File: src/sv/tarw_pkg.sv
// tarw_pkg: types, constants and small decode functions for the tar header walker.
// No dependencies; every other file in sv/ depends on it.
package tarw_pkg;

  localparam int BLOCK_BYTES = 512;
  localparam int POS_W       = $clog2(BLOCK_BYTES);
  localparam int SIZE_W      = 36;
  localparam int CHK_W       = 24;
  localparam int SUM_W       = 17;
  localparam int BLKIDX_W    = 32;
  localparam int LEFT_W      = SIZE_W - POS_W;

  localparam int QUEUE_DEPTH_DEF = 2;

  // header field offsets within a block
  localparam logic [POS_W-1:0] BLOCK_LAST = POS_W'(BLOCK_BYTES - 1);
  localparam logic [POS_W-1:0] SIZE_LO    = POS_W'(124);
  localparam logic [POS_W-1:0] SIZE_HI    = POS_W'(135);
  localparam logic [POS_W-1:0] CHK_LO     = POS_W'(148);
  localparam logic [POS_W-1:0] CHK_HI     = POS_W'(155);
  localparam logic [POS_W-1:0] TYPE_OFS   = POS_W'(156);
  localparam logic [POS_W-1:0] MAGIC_LO   = POS_W'(257);
  localparam logic [POS_W-1:0] MAGIC_HI   = POS_W'(261);

  // character codes
  localparam logic [7:0] CH_NUL   = 8'h00;
  localparam logic [7:0] CH_SPACE = 8'h20;
  localparam logic [7:0] CH_ZERO  = 8'h30;
  localparam logic [7:0] CH_SEVEN = 8'h37;
  localparam logic [7:0] CH_DIR   = 8'h35;
  localparam logic [7:0] CH_LONG  = 8'h4c;

  typedef enum logic [1:0] {
    EV_ENTRY = 2'd0,
    EV_END   = 2'd1,
    EV_CLEAN = 2'd2,
    EV_TRUNC = 2'd3
  } event_t;

  typedef enum logic [1:0] {
    KIND_REG   = 2'd0,
    KIND_DIR   = 2'd1,
    KIND_LONG  = 2'd2,
    KIND_OTHER = 2'd3
  } kind_t;

  typedef enum logic [1:0] {
    PH_HEADER,
    PH_DATA,
    PH_DONE
  } phase_t;

  typedef enum logic [1:0] {
    MG_EMPTY,
    MG_MATCH,
    MG_BAD
  } magic_t;

  // One queue entry: a leading result plus an optional trailing end-of-stream event.
  typedef struct packed {
    event_t                ev0;
    kind_t                 kind;
    logic [7:0]            type_byte;
    logic [SIZE_W-1:0]     size;
    logic [BLKIDX_W-1:0]   data_block;
    logic                  chk_ok;
    logic                  magic_ok;
    logic                  has2;
    event_t                ev1;
  } pkt_t;

  typedef struct packed {
    logic valid;
    pkt_t pkt;
  } push_t;

  // "ustar" by offset from the start of the magic field
  function automatic logic [7:0] magic_char(input logic [2:0] idx);
    logic [7:0] c;
    unique case (idx)
      3'd0:    c = 8'h75;
      3'd1:    c = 8'h73;
      3'd2:    c = 8'h74;
      3'd3:    c = 8'h61;
      3'd4:    c = 8'h72;
      default: c = 8'h00;
    endcase
    return c;
  endfunction

  function automatic kind_t kind_of(input logic [7:0] t);
    kind_t k;
    unique case (t)
      CH_NUL, CH_ZERO: k = KIND_REG;
      CH_DIR:          k = KIND_DIR;
      CH_LONG:         k = KIND_LONG;
      default:         k = KIND_OTHER;
    endcase
    return k;
  endfunction

endpackage

File: src/sv/tarw_if.sv
// tarw_if: valid/ready channel interfaces for archive bytes and walker results.
// Depends on tarw_pkg for field widths.
interface tarw_in_if;
  logic       valid;
  logic       ready;
  logic [7:0] data_byte;
  logic       final_byte;

  modport source (output valid, data_byte, final_byte, input ready);
  modport sink   (input valid, data_byte, final_byte, output ready);
endinterface

interface tarw_out_if;
  logic                           valid;
  logic                           ready;
  logic [1:0]                     event_res;
  logic [1:0]                     entry_kind;
  logic [7:0]                     type_byte;
  logic [tarw_pkg::SIZE_W-1:0]    entry_size;
  logic [tarw_pkg::BLKIDX_W-1:0]  data_block;
  logic                           checksum_ok;
  logic                           magic_ok;
  logic                           last_result;

  modport source (output valid, event_res, entry_kind, type_byte, entry_size, data_block,
                  checksum_ok, magic_ok, last_result, input ready);
  modport sink   (input valid, event_res, entry_kind, type_byte, entry_size, data_block,
                  checksum_ok, magic_ok, last_result, output ready);
endinterface

File: src/sv/tarw_front.sv
// tarw_front: per-byte block walker; parses header fields and emits result packets.
// Depends on tarw_pkg and tarw_in_if.
module tarw_front (
  input  logic              clk,
  input  logic              rst_n,
  tarw_in_if.sink           in_ch,
  input  logic              q_full,
  output tarw_pkg::push_t   push
);
  import tarw_pkg::*;

  logic [POS_W-1:0]    pos_r,   pos_nxt;
  phase_t              phase_r, phase_nxt, phase_aft;
  logic [SUM_W-1:0]    sum_r,   sum_nxt;
  logic                zero_r,  zero_nxt;
  logic [SIZE_W-1:0]   size_r,  size_nxt;
  logic                sstop_r, sstop_nxt;
  logic [CHK_W-1:0]    chk_r,   chk_nxt;
  logic                cstop_r, cstop_nxt;
  logic [7:0]          type_r,  type_nxt;
  magic_t              magic_r, magic_nxt;
  logic [LEFT_W-1:0]   left_r,  left_nxt;
  logic [BLKIDX_W-1:0] blk_r,   blk_nxt;

  logic [7:0]        b;
  logic              fire, fin, blk_end, hdr_end, ent, endm, tail;
  event_t            tail_ev;
  logic              is_oct, in_size, in_chk, first;
  logic [2:0]        dig;
  logic [SIZE_W-1:0] size_m1;

  // header-path values after this byte
  logic [SUM_W-1:0]  h_sum;
  logic              h_zero, h_sstop, h_cstop;
  logic [SIZE_W-1:0] h_size;
  logic [CHK_W-1:0]  h_chk;
  logic [7:0]        h_type;
  magic_t            h_magic;

  assign in_ch.ready = !q_full;
  assign fire    = in_ch.valid && in_ch.ready;
  assign b       = in_ch.data_byte;
  assign fin     = in_ch.final_byte;
  assign blk_end = (pos_r == BLOCK_LAST);
  assign first   = (pos_r == '0);
  assign is_oct  = (b >= CH_ZERO) && (b <= CH_SEVEN);
  assign dig     = b[2:0];
  assign in_size = (pos_r >= SIZE_LO) && (pos_r <= SIZE_HI);
  assign in_chk  = (pos_r >= CHK_LO) && (pos_r <= CHK_HI);

  // Header datapath; block offset 0 starts from cleared fields.
  always_comb begin
    logic [SUM_W-1:0]  c_sum;
    logic [SIZE_W-1:0] c_size;
    logic [CHK_W-1:0]  c_chk;
    logic              c_zero, c_sstop, c_cstop;
    logic [7:0]        c_type;
    magic_t            c_magic;
    c_sum   = first ? '0 : sum_r;
    c_zero  = first ? 1'b1 : zero_r;
    c_size  = first ? '0 : size_r;
    c_sstop = first ? 1'b0 : sstop_r;
    c_chk   = first ? '0 : chk_r;
    c_cstop = first ? 1'b0 : cstop_r;
    c_type  = first ? CH_NUL : type_r;
    c_magic = first ? MG_EMPTY : magic_r;

    h_sum  = c_sum + SUM_W'(in_chk ? CH_SPACE : b);
    h_zero = c_zero && (b == CH_NUL);

    h_size  = c_size;
    h_sstop = c_sstop;
    if (in_size && !c_sstop) begin
      if (is_oct) h_size = {c_size[SIZE_W-4:0], dig};
      else        h_sstop = 1'b1;
    end

    h_chk   = c_chk;
    h_cstop = c_cstop;
    if (in_chk && !c_cstop) begin
      if (is_oct) h_chk = {c_chk[CHK_W-4:0], dig};
      else        h_cstop = 1'b1;
    end

    h_type = (pos_r == TYPE_OFS) ? b : c_type;

    h_magic = c_magic;
    if (pos_r == MAGIC_LO) begin
      if (b == CH_NUL)             h_magic = MG_EMPTY;
      else if (b == magic_char(3'd0)) h_magic = MG_MATCH;
      else                         h_magic = MG_BAD;
    end else if ((pos_r > MAGIC_LO) && (pos_r <= MAGIC_HI) && (c_magic == MG_MATCH) &&
                 (b != magic_char(3'(pos_r - MAGIC_LO)))) begin
      h_magic = MG_BAD;
    end
  end

  assign hdr_end = fire && blk_end && (phase_r == PH_HEADER);
  assign ent     = hdr_end && !h_zero;
  assign endm    = hdr_end && h_zero;
  assign size_m1 = h_size - SIZE_W'(1);

  // Phase: next state
  always_comb begin
    phase_aft = phase_r;
    unique case (phase_r)
      PH_HEADER: begin
        if (hdr_end) begin
          if (h_zero)             phase_aft = PH_DONE;
          else if (h_size != '0)  phase_aft = PH_DATA;
        end
      end
      PH_DATA: begin
        if (fire && blk_end && (left_r == '0)) phase_aft = PH_HEADER;
      end
      PH_DONE: phase_aft = PH_DONE;
      default: phase_aft = PH_HEADER;
    endcase
    phase_nxt = (fire && fin) ? PH_HEADER : phase_aft;
  end

  // Phase: outputs (result packet)
  always_comb begin
    tail    = fire && fin && (phase_aft != PH_DONE);
    tail_ev = ((phase_aft == PH_HEADER) && blk_end) ? EV_CLEAN : EV_TRUNC;

    push                    = '0;
    push.valid              = ent || endm || tail;
    push.pkt.ev0            = ent ? EV_ENTRY : (endm ? EV_END : tail_ev);
    push.pkt.has2           = (ent || endm) && tail;
    push.pkt.ev1            = tail_ev;
    if (ent) begin
      push.pkt.kind       = kind_of(h_type);
      push.pkt.type_byte  = h_type;
      push.pkt.size       = h_size;
      push.pkt.data_block = blk_r + BLKIDX_W'(1);
      push.pkt.chk_ok     = (h_chk == CHK_W'(h_sum));
      push.pkt.magic_ok   = (h_magic != MG_BAD);
    end
  end

  // Counters and header registers
  always_comb begin
    pos_nxt   = pos_r;
    sum_nxt   = sum_r;
    zero_nxt  = zero_r;
    size_nxt  = size_r;
    sstop_nxt = sstop_r;
    chk_nxt   = chk_r;
    cstop_nxt = cstop_r;
    type_nxt  = type_r;
    magic_nxt = magic_r;
    left_nxt  = left_r;
    blk_nxt   = blk_r;
    if (fire) begin
      if (phase_r == PH_HEADER) begin
        sum_nxt   = h_sum;
        zero_nxt  = h_zero;
        size_nxt  = h_size;
        sstop_nxt = h_sstop;
        chk_nxt   = h_chk;
        cstop_nxt = h_cstop;
        type_nxt  = h_type;
        magic_nxt = h_magic;
      end
      pos_nxt = blk_end ? '0 : pos_r + POS_W'(1);
      if (blk_end) begin
        blk_nxt = blk_r + BLKIDX_W'(1);
        if (ent && (h_size != '0)) begin
          left_nxt = size_m1[SIZE_W-1:POS_W];
        end else if ((phase_r == PH_DATA) && (left_r != '0)) begin
          left_nxt = left_r - LEFT_W'(1);
        end
      end
      if (fin) begin
        pos_nxt   = '0;
        sum_nxt   = '0;
        zero_nxt  = 1'b1;
        size_nxt  = '0;
        sstop_nxt = 1'b0;
        chk_nxt   = '0;
        cstop_nxt = 1'b0;
        type_nxt  = CH_NUL;
        magic_nxt = MG_EMPTY;
        left_nxt  = '0;
        blk_nxt   = '0;
      end
    end
  end

  always_ff @(posedge clk) begin
    if (!rst_n) begin
      pos_r   <= '0;
      phase_r <= PH_HEADER;
      sum_r   <= '0;
      zero_r  <= 1'b1;
      size_r  <= '0;
      sstop_r <= 1'b0;
      chk_r   <= '0;
      cstop_r <= 1'b0;
      type_r  <= CH_NUL;
      magic_r <= MG_EMPTY;
      left_r  <= '0;
      blk_r   <= '0;
    end else begin
      pos_r   <= pos_nxt;
      phase_r <= phase_nxt;
      sum_r   <= sum_nxt;
      zero_r  <= zero_nxt;
      size_r  <= size_nxt;
      sstop_r <= sstop_nxt;
      chk_r   <= chk_nxt;
      cstop_r <= cstop_nxt;
      type_r  <= type_nxt;
      magic_r <= magic_nxt;
      left_r  <= left_nxt;
      blk_r   <= blk_nxt;
    end
  end

  // after the end marker only a final byte matters, and it reports nothing
  assert property (@(posedge clk) disable iff (!rst_n)
    (phase_r == PH_DONE) |-> !push.valid)
    else $error("tarw_front: result produced after end marker");

  // a final byte always returns the walker to block offset 0
  assert property (@(posedge clk) disable iff (!rst_n)
    (fire && fin) |=> (pos_r == '0) && (blk_r == '0) && (phase_r == PH_HEADER))
    else $error("tarw_front: state not restored after final byte");

endmodule

File: src/sv/tarw_queue.sv
// tarw_queue: small FIFO of result packets between the front walker and the result port.
// Depends on tarw_pkg.
module tarw_queue #(
  parameter int DEPTH = tarw_pkg::QUEUE_DEPTH_DEF
) (
  input  logic             clk,
  input  logic             rst_n,
  input  tarw_pkg::push_t  push,
  input  logic             pop,
  output tarw_pkg::pkt_t   head,
  output logic             empty,
  output logic             full
);
  import tarw_pkg::*;

  localparam int PW = (DEPTH > 1) ? $clog2(DEPTH) : 1;
  localparam int CW = $clog2(DEPTH + 1);

  pkt_t          mem_r [DEPTH];
  logic [PW-1:0] wr_r, wr_nxt, rd_r, rd_nxt;
  logic [CW-1:0] cnt_r, cnt_nxt;
  logic          do_push, do_pop;

  assign empty   = (cnt_r == '0);
  assign full    = (cnt_r == CW'(DEPTH));
  assign do_push = push.valid && !full;
  assign do_pop  = pop && !empty;
  assign head    = mem_r[rd_r];

  always_comb begin
    wr_nxt  = wr_r;
    rd_nxt  = rd_r;
    cnt_nxt = cnt_r;
    if (do_push) wr_nxt = (wr_r == PW'(DEPTH - 1)) ? '0 : wr_r + PW'(1);
    if (do_pop)  rd_nxt = (rd_r == PW'(DEPTH - 1)) ? '0 : rd_r + PW'(1);
    case ({do_push, do_pop})
      2'b10:   cnt_nxt = cnt_r + CW'(1);
      2'b01:   cnt_nxt = cnt_r - CW'(1);
      default: cnt_nxt = cnt_r;
    endcase
  end

  always_ff @(posedge clk) begin
    if (do_push) mem_r[wr_r] <= push.pkt;
  end

  always_ff @(posedge clk) begin
    if (!rst_n) begin
      wr_r  <= '0;
      rd_r  <= '0;
      cnt_r <= '0;
    end else begin
      wr_r  <= wr_nxt;
      rd_r  <= rd_nxt;
      cnt_r <= cnt_nxt;
    end
  end

  // the front only pushes while the input side is open, so nothing is dropped
  assert property (@(posedge clk) disable iff (!rst_n)
    push.valid |-> !full)
    else $error("tarw_queue: packet pushed into full queue");

  assert property (@(posedge clk) disable iff (!rst_n)
    cnt_r <= CW'(DEPTH))
    else $error("tarw_queue: occupancy out of range");

endmodule

File: src/sv/tarw_back.sv
// tarw_back: unpacks queued packets into one or two result transfers.
// Depends on tarw_pkg and tarw_out_if.
module tarw_back (
  input  logic             clk,
  input  logic             rst_n,
  input  tarw_pkg::pkt_t   head,
  input  logic             empty,
  output logic             pop,
  tarw_out_if.source       out_ch
);
  import tarw_pkg::*;

  logic sub_r, sub_nxt;   // high while the trailing event of the head packet is shown
  logic fire;

  assign out_ch.valid = !empty;
  assign fire         = out_ch.valid && out_ch.ready;
  assign pop          = fire && (sub_r || !head.has2);

  always_comb begin
    out_ch.event_res   = head.ev0;
    out_ch.entry_kind  = head.kind;
    out_ch.type_byte   = head.type_byte;
    out_ch.entry_size  = head.size;
    out_ch.data_block  = head.data_block;
    out_ch.checksum_ok = head.chk_ok;
    out_ch.magic_ok    = head.magic_ok;
    out_ch.last_result = !head.has2;
    if (sub_r) begin
      out_ch.event_res   = head.ev1;
      out_ch.entry_kind  = KIND_REG;
      out_ch.type_byte   = '0;
      out_ch.entry_size  = '0;
      out_ch.data_block  = '0;
      out_ch.checksum_ok = 1'b0;
      out_ch.magic_ok    = 1'b0;
      out_ch.last_result = 1'b1;
    end
  end

  assign sub_nxt = fire ? (!sub_r && head.has2) : sub_r;

  always_ff @(posedge clk) begin
    if (!rst_n) sub_r <= 1'b0;
    else        sub_r <= sub_nxt;
  end

  assert property (@(posedge clk) disable iff (!rst_n)
    sub_r |-> (!empty && head.has2))
    else $error("tarw_back: second result without a two-result packet");

endmodule

File: src/sv/tar_archive_header_walker.sv
// tar_archive_header_walker: top level of the ustar header walker.
// Depends on tarw_pkg, tarw_if, tarw_front, tarw_queue and tarw_back.
//
//   channel  dir  handshake      payload
//   in_ch    in   valid/ready    data_byte[7:0], final_byte
//   out_ch   out  valid/ready    event_res, entry_kind, type_byte, entry_size,
//                                data_block, checksum_ok, magic_ok, last_result
//
// One archive byte per cycle while the queue has room: the front walker updates
// its running header state (sum, octal size/checksum, typeflag, magic, block
// counters) as each byte is accepted. Results are queued and reach out_ch in
// order; a byte that yields two results occupies the result port for two
// transfers. in_ch.ready drops only when the packet queue is full, i.e. when
// the result side has stalled while QUEUE_DEPTH packets are pending.
// Reset is synchronous (rst_n low) and leaves the walker at block 0, header phase.
module tar_archive_header_walker #(
  parameter int QUEUE_DEPTH = tarw_pkg::QUEUE_DEPTH_DEF
) (
  input  logic        clk,
  input  logic        rst_n,
  tarw_in_if.sink     in_ch,
  tarw_out_if.source  out_ch
);
  import tarw_pkg::*;

  push_t push;      // front -> queue
  pkt_t  head;      // queue -> back
  logic  q_empty;
  logic  q_full;
  logic  pop;

  // Front: byte parser and block sequencer.
  tarw_front u_front (
    .clk    (clk),
    .rst_n  (rst_n),
    .in_ch  (in_ch),
    .q_full (q_full),
    .push   (push)
  );

  // Decouples byte intake from result delivery.
  tarw_queue #(
    .DEPTH (QUEUE_DEPTH)
  ) u_queue (
    .clk   (clk),
    .rst_n (rst_n),
    .push  (push),
    .pop   (pop),
    .head  (head),
    .empty (q_empty),
    .full  (q_full)
  );

  // Back: one or two result transfers per packet.
  tarw_back u_back (
    .clk    (clk),
    .rst_n  (rst_n),
    .head   (head),
    .empty  (q_empty),
    .pop    (pop),
    .out_ch (out_ch)
  );

endmodule

File: src/flat_wrapper.sv
// flat-port wrapper written by rule: the top's interface ports become plain ports
module tar_archive_header_walker_flat import tarw_pkg::*;
#(
  parameter int QUEUE_DEPTH = tarw_pkg::QUEUE_DEPTH_DEF
)
  (clk, rst_n, in_ch_valid, in_ch_data_byte, in_ch_final_byte, in_ch_ready, out_ch_valid, out_ch_event_res, out_ch_entry_kind, out_ch_type_byte, out_ch_entry_size, out_ch_data_block, out_ch_checksum_ok, out_ch_magic_ok, out_ch_last_result, out_ch_ready);
  tarw_in_if in_ch_i ();
  tarw_out_if out_ch_i ();
  input  logic clk;
  input  logic rst_n;
  input wire logic [$bits(in_ch_i.valid)-1:0] in_ch_valid;
  input wire logic [$bits(in_ch_i.data_byte)-1:0] in_ch_data_byte;
  input wire logic [$bits(in_ch_i.final_byte)-1:0] in_ch_final_byte;
  output wire logic [$bits(in_ch_i.ready)-1:0] in_ch_ready;
  output wire logic [$bits(out_ch_i.valid)-1:0] out_ch_valid;
  output wire logic [$bits(out_ch_i.event_res)-1:0] out_ch_event_res;
  output wire logic [$bits(out_ch_i.entry_kind)-1:0] out_ch_entry_kind;
  output wire logic [$bits(out_ch_i.type_byte)-1:0] out_ch_type_byte;
  output wire logic [$bits(out_ch_i.entry_size)-1:0] out_ch_entry_size;
  output wire logic [$bits(out_ch_i.data_block)-1:0] out_ch_data_block;
  output wire logic [$bits(out_ch_i.checksum_ok)-1:0] out_ch_checksum_ok;
  output wire logic [$bits(out_ch_i.magic_ok)-1:0] out_ch_magic_ok;
  output wire logic [$bits(out_ch_i.last_result)-1:0] out_ch_last_result;
  input wire logic [$bits(out_ch_i.ready)-1:0] out_ch_ready;
  assign in_ch_i.valid = in_ch_valid;
  assign in_ch_i.data_byte = in_ch_data_byte;
  assign in_ch_i.final_byte = in_ch_final_byte;
  assign in_ch_ready = in_ch_i.ready;
  assign out_ch_valid = out_ch_i.valid;
  assign out_ch_event_res = out_ch_i.event_res;
  assign out_ch_entry_kind = out_ch_i.entry_kind;
  assign out_ch_type_byte = out_ch_i.type_byte;
  assign out_ch_entry_size = out_ch_i.entry_size;
  assign out_ch_data_block = out_ch_i.data_block;
  assign out_ch_checksum_ok = out_ch_i.checksum_ok;
  assign out_ch_magic_ok = out_ch_i.magic_ok;
  assign out_ch_last_result = out_ch_i.last_result;
  assign out_ch_i.ready = out_ch_ready;
  tar_archive_header_walker #(.QUEUE_DEPTH(QUEUE_DEPTH)) u_core (.clk(clk), .rst_n(rst_n), .in_ch(in_ch_i), .out_ch(out_ch_i));
endmodule
File: config.mk
export PLATFORM = sky130hd
export DESIGN_NAME = tar_archive_header_walker_flat
export DESIGN_NICKNAME = d
export VERILOG_FILES = /design/src/sv/tarw_pkg.sv /design/src/sv/tarw_if.sv /design/src/sv/tarw_front.sv /design/src/sv/tarw_queue.sv /design/src/sv/tarw_back.sv /design/src/sv/tar_archive_header_walker.sv /design/src/flat_wrapper.sv
export SDC_FILE = /design/constraint.sdc
export NUM_CORES = 1
export LEC_CHECK = 0
export ABC_AREA = 1
export BUFFER_PORTS_ARGS = -buffer_cell sky130_fd_sc_hd__buf_2
export CAP_MARGIN = 0
export CORE_ASPECT_RATIO = 0.6
export CORE_MARGIN = 4
export CORE_UTILIZATION = 39
export DETAILED_ROUTE_END_ITERATION = 8
export GPL_TIMING_DRIVEN = 1
export HOLD_SLACK_MARGIN = 0.06
export PLACE_DENSITY = 0.54
export SKIP_LAST_GASP = 1
export SLEW_MARGIN = 5
export SYNTH_ARGS = -nofsm -noshare
export SYNTH_HDL_FRONTEND = slang
export SYNTH_SLANG_ARGS = --single-unit
export TNS_END_PERCENT = 100
File: constraint.sdc
create_clock -name clk -period 7.9 [get_ports clk]
set_input_delay 0.79 -clock clk [delete_from_list [all_inputs] [get_ports clk]]
set_output_delay 0.79 -clock clk [all_outputs]
set_load 0.02 [all_outputs]
==> results of run 1 <==
==> power groups by stage <==
stage                     sequential [mW]  combinational (mW)  clock [mW]
after floorplan                      1.91               0.397           0
after global placement               1.91               0.587           0
after detailed placement             1.91               0.586           0
after CTS                            1.88               0.589        1.64
after global routing                 1.88               0.646        1.72
final                                1.88               0.590        1.60
==> routing by layer <==
| metal | up-vias | GRT usage (%) | wire length [microns] | part of all wire, % |
|---|---|---|---|---|
| li1 | 8400 | - | - | - |
| met1 | 8004 | 36.8 | 30400 | 52 |
| met2 | 553 | 29.4 | 21800 | 38 |
| met3 | 72 | 5.24 | 4860 | 8.4 |
| met4 | 4 | 3.38 | 762 | 1.3 |
| met5 | - | 1.25 | 92 | 0.16 |
==> how the worst max path moves through the flow <==
stage | from | slack [ns] | end | cells past startpoint
4_1_cts | u_core.u_front.pos_r[1] | 2.83 | u_core.u_front.left_r[21] | 22
3_5_place_dp | u_core.u_front.pos_r[1] | 2.88 | u_core.u_front.left_r[21] | 22
3_3_place_gp | u_core.u_front.pos_r[1] | 2.99 | u_core.u_front.left_r[19] | 22
2_1_floorplan | u_core.u_front.pos_r[0] | 1.82 | u_core.u_queue.mem_r[1][0] | 16
5_1_grt | u_core.u_front.pos_r[1] | 2.13 | u_core.u_front.left_r[25] | 22
6_report | u_core.u_front.pos_r[1] | 2.75 | u_core.u_front.left_r[0] | 21
==> metrics by stage <==
| stage | setup WS, ns | instance area [sq um] | total power, mW | hold WS, ns | cells |
|---|---|---|---|---|---|
| 2_1_floorplan | 1.82 | 18500 | 2.31 | 0.426 | 2569 |
| 3_3_place_gp | 2.99 | 19400 | 2.50 | 0.428 | 3198 |
| 3_5_place_dp | 2.88 | 19400 | 2.50 | 0.439 | 3198 |
| 4_1_cts | 2.83 | 20500 | 4.10 | 0.457 | 3258 |
| 5_1_grt | 2.13 | 20500 | 4.24 | 0.468 | 3258 |
| 6_report | 2.75 | 20500 | 4.06 | 0.464 | 3259 |
==> flip-flops by register name, indices dropped and copies added (netlist names), 2 cells and up, named ones only <==
name                    flops
u_core.u_front.left_r      27
u_core.u_front.chk_r       24
u_core.u_front.blk_r       32
u_core.u_front.magic_r      2
u_core.u_front.type_r       8
u_core.u_front.phase_r      2
u_core.u_front.sum_r       17
u_core.u_front.size_r      36
u_core.u_queue.mem_r      168
u_core.u_queue.cnt_r        2
u_core.u_front.pos_r        9
==> cell usage in the layout, fill, tap and decap left out, types with 2 or more instances in the layout <==
master	Yosys	layout
nand2_1	724	723
nor2_1	467	462
inv_1	218	216
edfxtp_1	168	168
nand3_1	166	166
dfxtp_1	166	165
o21ai_0	145	145
a21oi_1	121	121
buf_2	14	97
xor2_1	50	50
nand4_1	39	39
nor3_1	37	36
clkbuf_16	0	35
o22ai_1	27	27
ha_1	21	21
buf_4	9	19
xnor2_1	13	13
nand2_2	9	10
nor4_1	10	10
inv_2	7	8
clkinv_1	2	8
clkbuf_1	79	8
nor2_4	2	6
o21ai_1	6	6
o21a_1	6	6
or2_2	5	5
nor2_2	4	5
a31oi_1	5	5
nand3b_1	4	4
clkinv_2	0	4
a21oi_2	3	3
nand3_2	3	3
nor3_2	2	3
o211ai_1	3	3
a211oi_1	3	3
nor3b_1	2	2
clkinvlp_4	0	2
bufinv_16	0	2
==> synthesized netlist by cell type (all sizes together) <==
cell type  count  area share [%]
clkinv         2           0.041
nand3        170             4.8
nand3b         4            0.16
nand2        734              15
xnor2         13            0.62
ha            21             1.4
a41oi          1           0.047
a211oi         3            0.12
o22ai         27            0.91
xnor3          1            0.12
a31oi          5            0.17
clkbuf        79             1.6
o21a           6            0.24
fa             1            0.11
nand4         39             1.3
a21boi         1            0.10
o21ai        152             4.1
buf           39             1.4
o211a          1           0.054
o32ai          1           0.047
a21oi        124             3.4
nor4          10            0.34
nor2         474             9.9
a2111oi        1           0.047
dfxtp        166              18
o31ai          1           0.041
xor2          50             2.4
inv          225             4.6
or2            5            0.17
o211ai         3            0.12
nor3b          2           0.081
nor3          39             1.1
edfxtp       168              27
a2bb2oi        1           0.047
==> area by class of cell <==
cell class                 count  share of cell area, %
clock inverter                16                  0.716
timing repair buffer         117                   3.17
sequential                   334                   40.9
tap                          630                   3.85
inverter                     227                   4.17
multi-input combinational   1890                   42.7
antenna                        1                 0.0122
clock buffer                  44                   4.50
==> cell families (layout without fill, tap and decap cells) <==
family,count (synthesis),count (layout)
xor+xnor,64,64
flops,334,334
fa+ha+maj,22,22
buf+inv,345,404
simple gates,1477,1477
compound gates,327,327
other cells,0,1
==> critical path, cell delays in order (launching register included) <==
cell and delay [ns]:
dfxtp_1 0.37, inv_1 0.19, ha_1 0.25, nand2_1 0.07, nor2_1 0.13, nand2_2 0.24
buf_4 0.34, a21oi_2 0.15, buf_4 0.35, nand3_1 0.15, buf_4 0.29, nand2_1 0.14
nand2_1 0.13, nand2_1 0.13, nor2_2 0.05, nand2_1 0.12, nor2_4 0.06, nand3_4 0.20
nand2_4 0.28, a21oi_2 1.04, o21ai_0 0.21, nor2_1 0.15
==> impl_metrics.yaml, run 1 <==
detailed_routing:
  ant_nets: 0
  drc_errors: 0
  routedWlPerCell_microns: 17.8
  drtIter0Drc: 2198
  drt_pass1_iterations: 6
  via_per_inst: 5.23
  wl_microns: 58000
  vias: 17033
sta:
  clock.fmax_mhz: 194
  worst_pin_slew_ns: 1.24
  slew_viol_final: 0
  setup_tns_ns: 0
  slew_headroom_pct: 17.5
  clock_skew_ns: 0.0216
  period_share_pct: 65.2
  rsz0062_at_grt: "no"
  finalSetupViolations: 0
  hold_viol: 0
  finalCriticalPeriod_ns: 5.15
synthesis:
  ys_seq_area_share_pct: 45.3
  synth_seq_cells: 334
  synth-adder-area-share_pct: 1.53
  netlist_instances: 2569
  synth_xor_area_share_pct: 3.11
  ys_types: 49
  yosys.area_share.simple_pct: 32.9
  synth_compound_area_share_pct: 9.52
  ys_warn_count: 0
  synth_mux_area_share_pct: 0
  synth_nets: 2604
  syn-cell-area_sq_um: 18500
  syn_area_per_cell_sq_um: 7.19
  synth_top_family_by_area: "simple AND/OR/NAND/NOR gates"
worst_setup_path:
  path_class: "flip-flop to flip-flop"
  start_kind: "flip-flop"
  cp-end-kind: "flip-flop"
  path_max_fanout: 38
  r2r-end: "u_core.u_front.left_r[0]"
  required_ns: 8.37
  r2r-start: "u_core.u_front.pos_r[1]"
  reg2reg_slack_ns: 2.75
  arrival_ns: 5.62
  ff2ff_path_depth: 21
pwr:
  power_density_nw_per_um2: 199
  seqPwrFrac_pct: 46.2
  ir_drop_mv: 0.137
  power_frac_comb_pct: 14.5
  p_switching_mw: 1.16
  power.leakage_nw: 8.38
  clkPwrFrac_pct: 39.3
  switching_share_pct: 28.5
  p_int_mw: 2.90
floorplan:
  pin_count: 98
  rows: 61
  die_y_microns: 177
  die_area_sq_um: 51000
  coreArea_sq_um: 46600
  start_util_pct: 39.7
  die_x_microns: 289
clocking:
  numCtsBuffers: 34
  h-tree-depth: 2
  cts_setup_buffers: 0
  cts_hold_buf: 0
  cts.repair.resized: 0
  clk_latency_ns: 0.54
  cts.sinks: 334
  cts_max_path_buffers: 3
  cts_root_buf: "clkbuf_16"
  cts_tree: "done"
  clk_pin_slew_worst_paths_ns: 0.07
cells_and_area:
  fill_cells: 4752
  regArea_sq_um: 8370
  area_growth_pct: 10.8
  nNetsFinal: 2639
  fin_util_pct: 43.9
  multi_input_area_sq_um: 8730
  drive_above_1_share_pct: 8.11
worst_hold_path:
  holdCritStartpoint: "u_core.u_front.chk_r[21]"
  hold_end: "u_core.u_front.chk_r[21]"
  hp-class: "flip-flop to flip-flop"
  min_path_cells: 2
grt:
  antenna_found_initial: 2
  grt_pass1_wl_microns: 89800
  grt_max_degree: 83
  grt.total_usage_pct: 22.4
  overflow: 0
  grt_pass1_vias: 15326
placed_design:
  io_buffers: 97
  dp.final_hpwl_microns: 41300
  gp_congestion: 1.00
job:
  maxCapViolCount: 0
run_status:
  outcome: "complete, no violations"
(Power assumes the default switching activity.)
==> inputs of run 2 (changes only) <==
ABC_AREA = 0   (was 1)
PLACE_DENSITY = 0.56   (was 0.54)
clock period = 4.48 ns   (was 7.9 ns; I/O delays follow)
==> run 2 against run 1 <==
Against the previous run:
- die area decreased by 4.3%
- via count decreased by 13%
- flip-flop and latch count unchanged
- register-to-register slack got worse by 2.6 ns
- critical path type unchanged
- critical endpoint is now u_core.u_queue.mem_r[1][3]
==> impl_metrics.yaml, run 2 <==
grt:
  grtUsageMet1_pct: 34.8
  met2_usage_pct: 26.7
  busiest_layer: "met1"
  grt_max_degree: 76
  grt.total_usage_pct: 20.6
  grt_pass1_vias: 13697
  use_met3_pct: 3.99
  overflow: 0
  grt_pass1_wl_microns: 80800
  antenna_found_initial: 0
synthesis:
  synth_edf_count: 168
  ys_types: 92
  syn-cell-area_sq_um: 17600
  ys_warn_count: 0
  ys_seq_area_share_pct: 47.4
  netlist_top_cells_area: "edfxtp_1 29%, dfxtp_1 19%, nor2_1 7.8%"
  synth_nets: 1920
  synthArstFlopShare_pct: 0
  netlist_instances: 1885
  yosys-top-cells-count: "365 x nor2_1, 168 x edfxtp_1, 166 x dfxtp_1"
  yosysTopAreaCell: "edfxtp_1"
  synth_seq_cells: 334
  syn_area_per_cell_sq_um: 9.36
  yosysTopAreaCellShare_pct: 28.6
  ys.flop_type: "edfxtp_1"
  synth_most_common_cell: "nor2_1"
placed_design:
  placedCellCount: 2515
  io_buffers: 97
  dp.final_hpwl_microns: 36000
  gp_congestion: 0.893
cells_and_area:
  layout_commonest_cell: "nor2_1"
  instances_no_fill: 2582
  drive_above_1_share_pct: 13.0
  nNetsFinal: 1999
  reg.largest.list: "u_core.u_queue.mem_r: 168 flops, u_core.u_front.size_r: 36 flops, u_core.u_front.blk_r: 32 flops"
  final_cell_mix: "363 x nor2_1, 168 x edfxtp_1, 164 x dfxtp_1, 135 x nand2_1, 118 x mux2i_1"
  regMostFlops: "u_core.u_queue.mem_r"
  area_growth_pct: 14.1
  largest_reg_flops: 168
pwr:
  total_power_mw: 7.16
  p_switching_mw: 1.89
  switching_share_pct: 26.4
  seqPwrFrac_pct: 46.4
  power.leakage_nw: 7.47
  clkPwrFrac_pct: 41.6
  p_int_mw: 5.26
  power_density_nw_per_um2: 355
  power_frac_comb_pct: 12.1
  ir_drop_mv: 0.236
detailed_routing:
  drt_pass1_iterations: 5
  drtIter0Drc: 1445
  drc_errors: 0
  via_per_inst: 5.75
  vias: 14837
  ant_nets: 0
  routedWlPerCell_microns: 20.0
  wl_microns: 51600
worst_setup_path:
  path_max_fanout: 8
  path_cells: "buf_4 > ha_1 > nand4bb_1 > nand4_1 > buf_4 > and2_1 > inv_1 > fa_1 > nor2b_2 > o2111a_2 > nor3_1 > or2_2 > or4_1 > o211ai_1 > o2111ai_1 > a2111oi_2 > buf_4"
  slowest_stage: "or4_1"
  cp-end-kind: "flip-flop"
  path_common_cell: "buf_4"
  start_kind: "flip-flop"
  path_class: "flip-flop to flip-flop"
  r2r-start: "u_core.u_front.pos_r[1]"
  ff2ff_path_depth: 17
  critical_path.startpoint: "u_core.u_front.pos_r[1]"
  reg2reg_slack_ns: 0.18
  worst_path_largest_cell_delay_ns: 0.48
  required_ns: 4.88
  r2r-end: "u_core.u_queue.mem_r[1][3]"
  arrival_ns: 4.70
  crit_end: "u_core.u_queue.mem_r[1][3]"
clocking:
  clk_pin_slew_worst_paths_ns: 0.06
  cts_setup_buffers: 0
  cts.sinks: 334
  cts_hold_buf: 0
  cts_tree: "done"
  h-tree-depth: 2
  numCtsBuffers: 36
  cts_max_path_buffers: 3
  cts_root_buf: "clkbuf_16"
  clk_latency_ns: 0.54
worst_hold_path:
  hp-class: "input pin to flip-flop"
sta:
  slew_viol_final: 0
  clock_skew_ns: 0.0112
  slew_headroom_pct: 33.1
  clock.fmax_mhz: 233
  period_share_pct: 96.0
  worst_pin_slew_ns: 0.999
  hold_viol: 0
  finalSetupViolations: 0
  rsz0062_at_grt: "no"
  finalCriticalPeriod_ns: 4.30
  setup_tns_ns: 0
floorplan:
  coreArea_sq_um: 44700
  die_area_sq_um: 48800
  die_x_microns: 283
  pin_count: 98
  start_util_pct: 39.4
  rows: 60
  die_y_microns: 173
job:
  maxCapViolCount: 0
run_status:
  outcome: "complete, no violations"
## run 2: cell types whose count changed in the layout (fill, tap and decap cells not counted), sizes merged, moves of 27 or more
cell | previous run | this run
nor2 | 474 | 367
or3 | 0 | 28
o21ai | 152 | 92
a22oi | 0 | 67
nand4 | 39 | 11
nand3 | 170 | 29
nand2 | 734 | 136
buf | 117 | 166
and2 | 0 | 27
inv | 226 | 30
mux2i | 0 | 119
a21oi | 124 | 92
xnor2 | 13 | 46
## run 2: worst min path at each step
stage,depth (start not counted),endpoint,slack (ns),startpoint
2_1_floorplan,2,u_core.u_front.left_r[16],0.44,u_core.u_front.left_r[16]
3_3_place_gp,2,u_core.u_front.left_r[24],0.46,u_core.u_front.left_r[24]
3_5_place_dp,2,u_core.u_front.left_r[24],0.46,u_core.u_front.left_r[24]
4_1_cts,4,u_core.u_back.sub_r,0.28,out_ch_ready
5_1_grt,4,u_core.u_back.sub_r,0.32,out_ch_ready
6_report,4,u_core.u_back.sub_r,0.29,out_ch_ready
## run 2: power by group through the flow
stage	logic, mW	clock network (mW)	registers, mW
2_1_floorplan	0.587	0	3.36
3_3_place_gp	0.858	0	3.38
3_5_place_dp	0.863	0	3.38
4_1_cts	0.866	3.06	3.32
5_1_grt	0.940	3.19	3.32
6_report	0.864	2.97	3.32
## run 2: what timing repair did
| action | in CTS | in global routing |
|---|---|---|
| resized for setup | 0 | 7 |
| endpoints found under the hold margin | 0 | 0 |
| setup endpoints to repair | 0 | 2 |
## run 2: worst max-delay path, delay by kind of cell (launching register included)
kind | cells | cell delay, ns
adders and majority gates | 2 | 0.72
AOI/OAI and AO/OA | 4 | 0.88
and+or+nand+nor | 7 | 1.65
DFF | 1 | 0.31
buffers and inverters | 4 | 0.59
## run 2: metal layers
layer  up-vias  routed length, microns
met5         -                       0
met4         0                     808
met3        57                    4030
met2       551                   19500
met1      7187                   27300
li1       7042                       -
## run 2: through the flow
step	utilization, %	setup slack [ns]	instance area (sq um)	hold slack [ns]
after floorplan	-	-1.33	17600	0.436
after global placement	42.3	0.290	18900	0.457
after detailed placement	42.3	0.149	18900	0.465
after CTS	44.9	0.124	20100	0.277
after global routing	45.0	0.00266	20100	0.323
final	45.0	0.179	20100	0.291
## run 2: area by class of cell
cell class	count	area, sq um
Antenna cell	1	2.50
Clock buffer	50	1030
Clock inverter	16	136
Fill cell	4325	24600
Inverter	27	101
Multi-Input combinational cell	1399	8690
Sequential cell	334	8380
Tap cell	589	737
Timing Repair Buffer	166	1070
## run 2: cells by family (layout without fill, tap and decap cells)
family	Yosys count	after routing	share of synthesized area [%]
xor gates and xnor gates	75	75	4.12
adders and majority gates	22	22	1.60
AOI/OAI and AO/OA	418	418	16.1
other	0	1	0
muxes	129	129	7.50
and+or+nand+nor	755	755	19.6
DFF	334	334	47.4
buffers and inverters	152	259	3.63
==> inputs of run 3 (changes only) <==
REMOVE_ABC_BUFFERS = 1   (was unset)
==> run 3 against run 2 <==
Against the previous run:
- via count shrank 1.0%
- die area stayed put
- clock power shrank 1%
- worst setup slack better by 0.039 ns
- critical path depth shrank 1
- count of clock-buffer cells in the layout fell by 8
- first-iteration DRC count shrank 0.90%
- final cell count is 0.19% lower
- global-route usage shrank 0.38 points
- non-clock buffer count down 2
- clock skew increased by 0.018 ns
==> impl_metrics.yaml, run 3 (synthesized netlist as in run 2, its figures left out) <==
sta:
  worst_pin_slew_ns: 1.18
  finalSetupViolations: 0
  rsz0062_at_grt: "no"
  clock_skew_ns: 0.0289
  hold_viol: 0
  setup_tns_ns: 0
  slew_viol_final: 0
  period_share_pct: 95.1
  clock.fmax_mhz: 235
  slew_headroom_pct: 21.2
  finalCriticalPeriod_ns: 4.26
detailed_routing:
  via_per_inst: 5.70
  routedWlPerCell_microns: 19.5
  vias: 14687
  drt_pass1_iterations: 5
  ant_nets: 0
  drtIter0Drc: 1432
  drc_errors: 0
  wl_microns: 50300
cells_and_area:
  instances_no_fill: 2577
  fill_cells: 4281
  drive_above_1_share_pct: 12.9
  final_cell_mix: "363 x nor2_1, 168 x edfxtp_1, 164 x dfxtp_1, 134 x nand2_1, 118 x mux2i_1"
  reg.largest.list: "u_core.u_queue.mem_r: 168 flops, u_core.u_front.size_r: 36 flops, u_core.u_front.blk_r: 32 flops"
  largest_reg_flops: 168
  fin_util_pct: 44.8
  nNetsFinal: 1996
  regMostFlops: "u_core.u_queue.mem_r"
  diodes: 0
  layout_commonest_cell: "nor2_1"
  area_growth_pct: 13.8
floorplan:
  die_area_sq_um: 48800
  die_x_microns: 283
  coreArea_sq_um: 44700
  rows: 60
  die_y_microns: 173
  start_util_pct: 39.4
  pin_count: 98
clocking:
  numCtsBuffers: 35
  h-tree-depth: 2
  cts_tree: "done"
  cts_hold_buf: 0
  clk_pin_slew_worst_paths_ns: 0.07
  clk_latency_ns: 0.54
  cts_root_buf: "clkbuf_16"
  cts.sinks: 334
  cts_max_path_buffers: 3
grt:
  grt.total_usage_pct: 20.2
  antenna_found_initial: 0
  grt_max_degree: 85
  grt_pass1_wl_microns: 79200
  grt_pass1_vias: 13873
  overflow: 0
pwr:
  power_density_nw_per_um2: 355
  clkPwrFrac_pct: 41.2
  seqPwrFrac_pct: 46.6
  ir_drop_mv: 0.255
  p_switching_mw: 1.88
  p_int_mw: 5.23
  switching_share_pct: 26.5
  power.leakage_nw: 7.44
  power_frac_comb_pct: 12.1
worst_setup_path:
  required_ns: 4.80
  path_common_cell: "ha_1"
  worst_path_largest_cell_delay_ns: 0.48
  slowest_stage: "or4_1"
  cp-end-kind: "flip-flop"
  start_kind: "flip-flop"
  path_cells: "buf_4 > ha_1 > nand4bb_1 > nand4_1 > and2_1 > ha_1 > inv_1 > fa_1 > nor2b_1 > o2111a_1 > nor3_1 > or2_2 > or4_1 > o211ai_1 > o2111ai_1 > a2111oi_2"
  path_max_fanout: 7
  arrival_ns: 4.58
  path_class: "flip-flop to flip-flop"
placed_design:
  placedCellCount: 2511
  dp.final_hpwl_microns: 34300
  gp_congestion: 0.915
  io_buffers: 97
run_status:
  outcome: "complete, no violations"
job:
  maxCapViolCount: 0
worst_hold_path:
  hp-class: "input pin to flip-flop"
## run 3: final cells by class
class | instances | area (sq um) | area share (%)
Sequential cell | 334 | 8380 | 41.7
Inverter | 27 | 101 | 0.505
Multi-Input combinational cell | 1399 | 8680 | 43.2
Clock inverter | 22 | 223 | 1.11
Clock buffer | 42 | 912 | 4.55
Timing Repair Buffer | 164 | 1040 | 5.18
Tap cell | 589 | 737 | 3.67
## run 3: path summary, 6_finish.rpt
kind,end,cells after the start,slack [ns],from
hold / removal,u_core.u_back.sub_r,4,0.28,out_ch_ready
setup reg to reg,u_core.u_queue.mem_r[0][3],16,0.22,u_core.u_front.pos_r[0]
hold reg to reg,u_core.u_front.type_r[0],2,0.48,u_core.u_front.type_r[0]
setup / recovery,u_core.u_queue.mem_r[0][3],16,0.22,u_core.u_front.pos_r[0]
## run 3: worst max-delay path, delay by kind of cell, from the launching register on
kind                     cells  cell delay (ns)
AO/OA/AOI/OAI                4             0.94
adder cells (fa/ha/maj)      3             0.86
AND/OR/NAND/NOR              7             1.71
buffers and inverters        2             0.22
flip-flops                   1             0.31
## run 3: metrics by stage
| step | worst slack [ns] | power, mW | area, sq um | hold WS [ns] |
|---|---|---|---|---|
| 5_1_grt | 0.00104 | 7.43 | 20100 | 0.314 |
| 3_5_place_dp | 0.0293 | 4.25 | 18900 | 0.464 |
| 3_3_place_gp | 0.180 | 4.24 | 18900 | 0.457 |
| 6_report | 0.218 | 7.11 | 20100 | 0.277 |
| 2_1_floorplan | -1.24 | 3.93 | 17100 | 0.436 |
| 4_1_cts | 0.0758 | 7.21 | 20000 | 0.259 |
## run 3: power by group through the flow
stage          Combinational (mW)  Clock, mW  Sequential, mW
6_report                    0.862       2.93            3.32
5_1_grt                     0.934       3.17            3.33
4_1_cts                     0.865       3.03            3.32
3_5_place_dp                0.861          0            3.39
3_3_place_gp                0.857          0            3.38
2_1_floorplan               0.527          0            3.40
## run 3: metal layers
layer / GRT usage [%] / share of wire [%]
met2: 27.5 / 39
met3: 4.08 / 7.7
met1: 32.9 / 52
met4: 3.65 / 1.3
met5: 0 / 0
## run 3: repair_timing
item	CTS	global route
pin swaps	0	2
gates resized for setup	1	2
buffers inserted	0	2
endpoints found under the setup margin	2	2
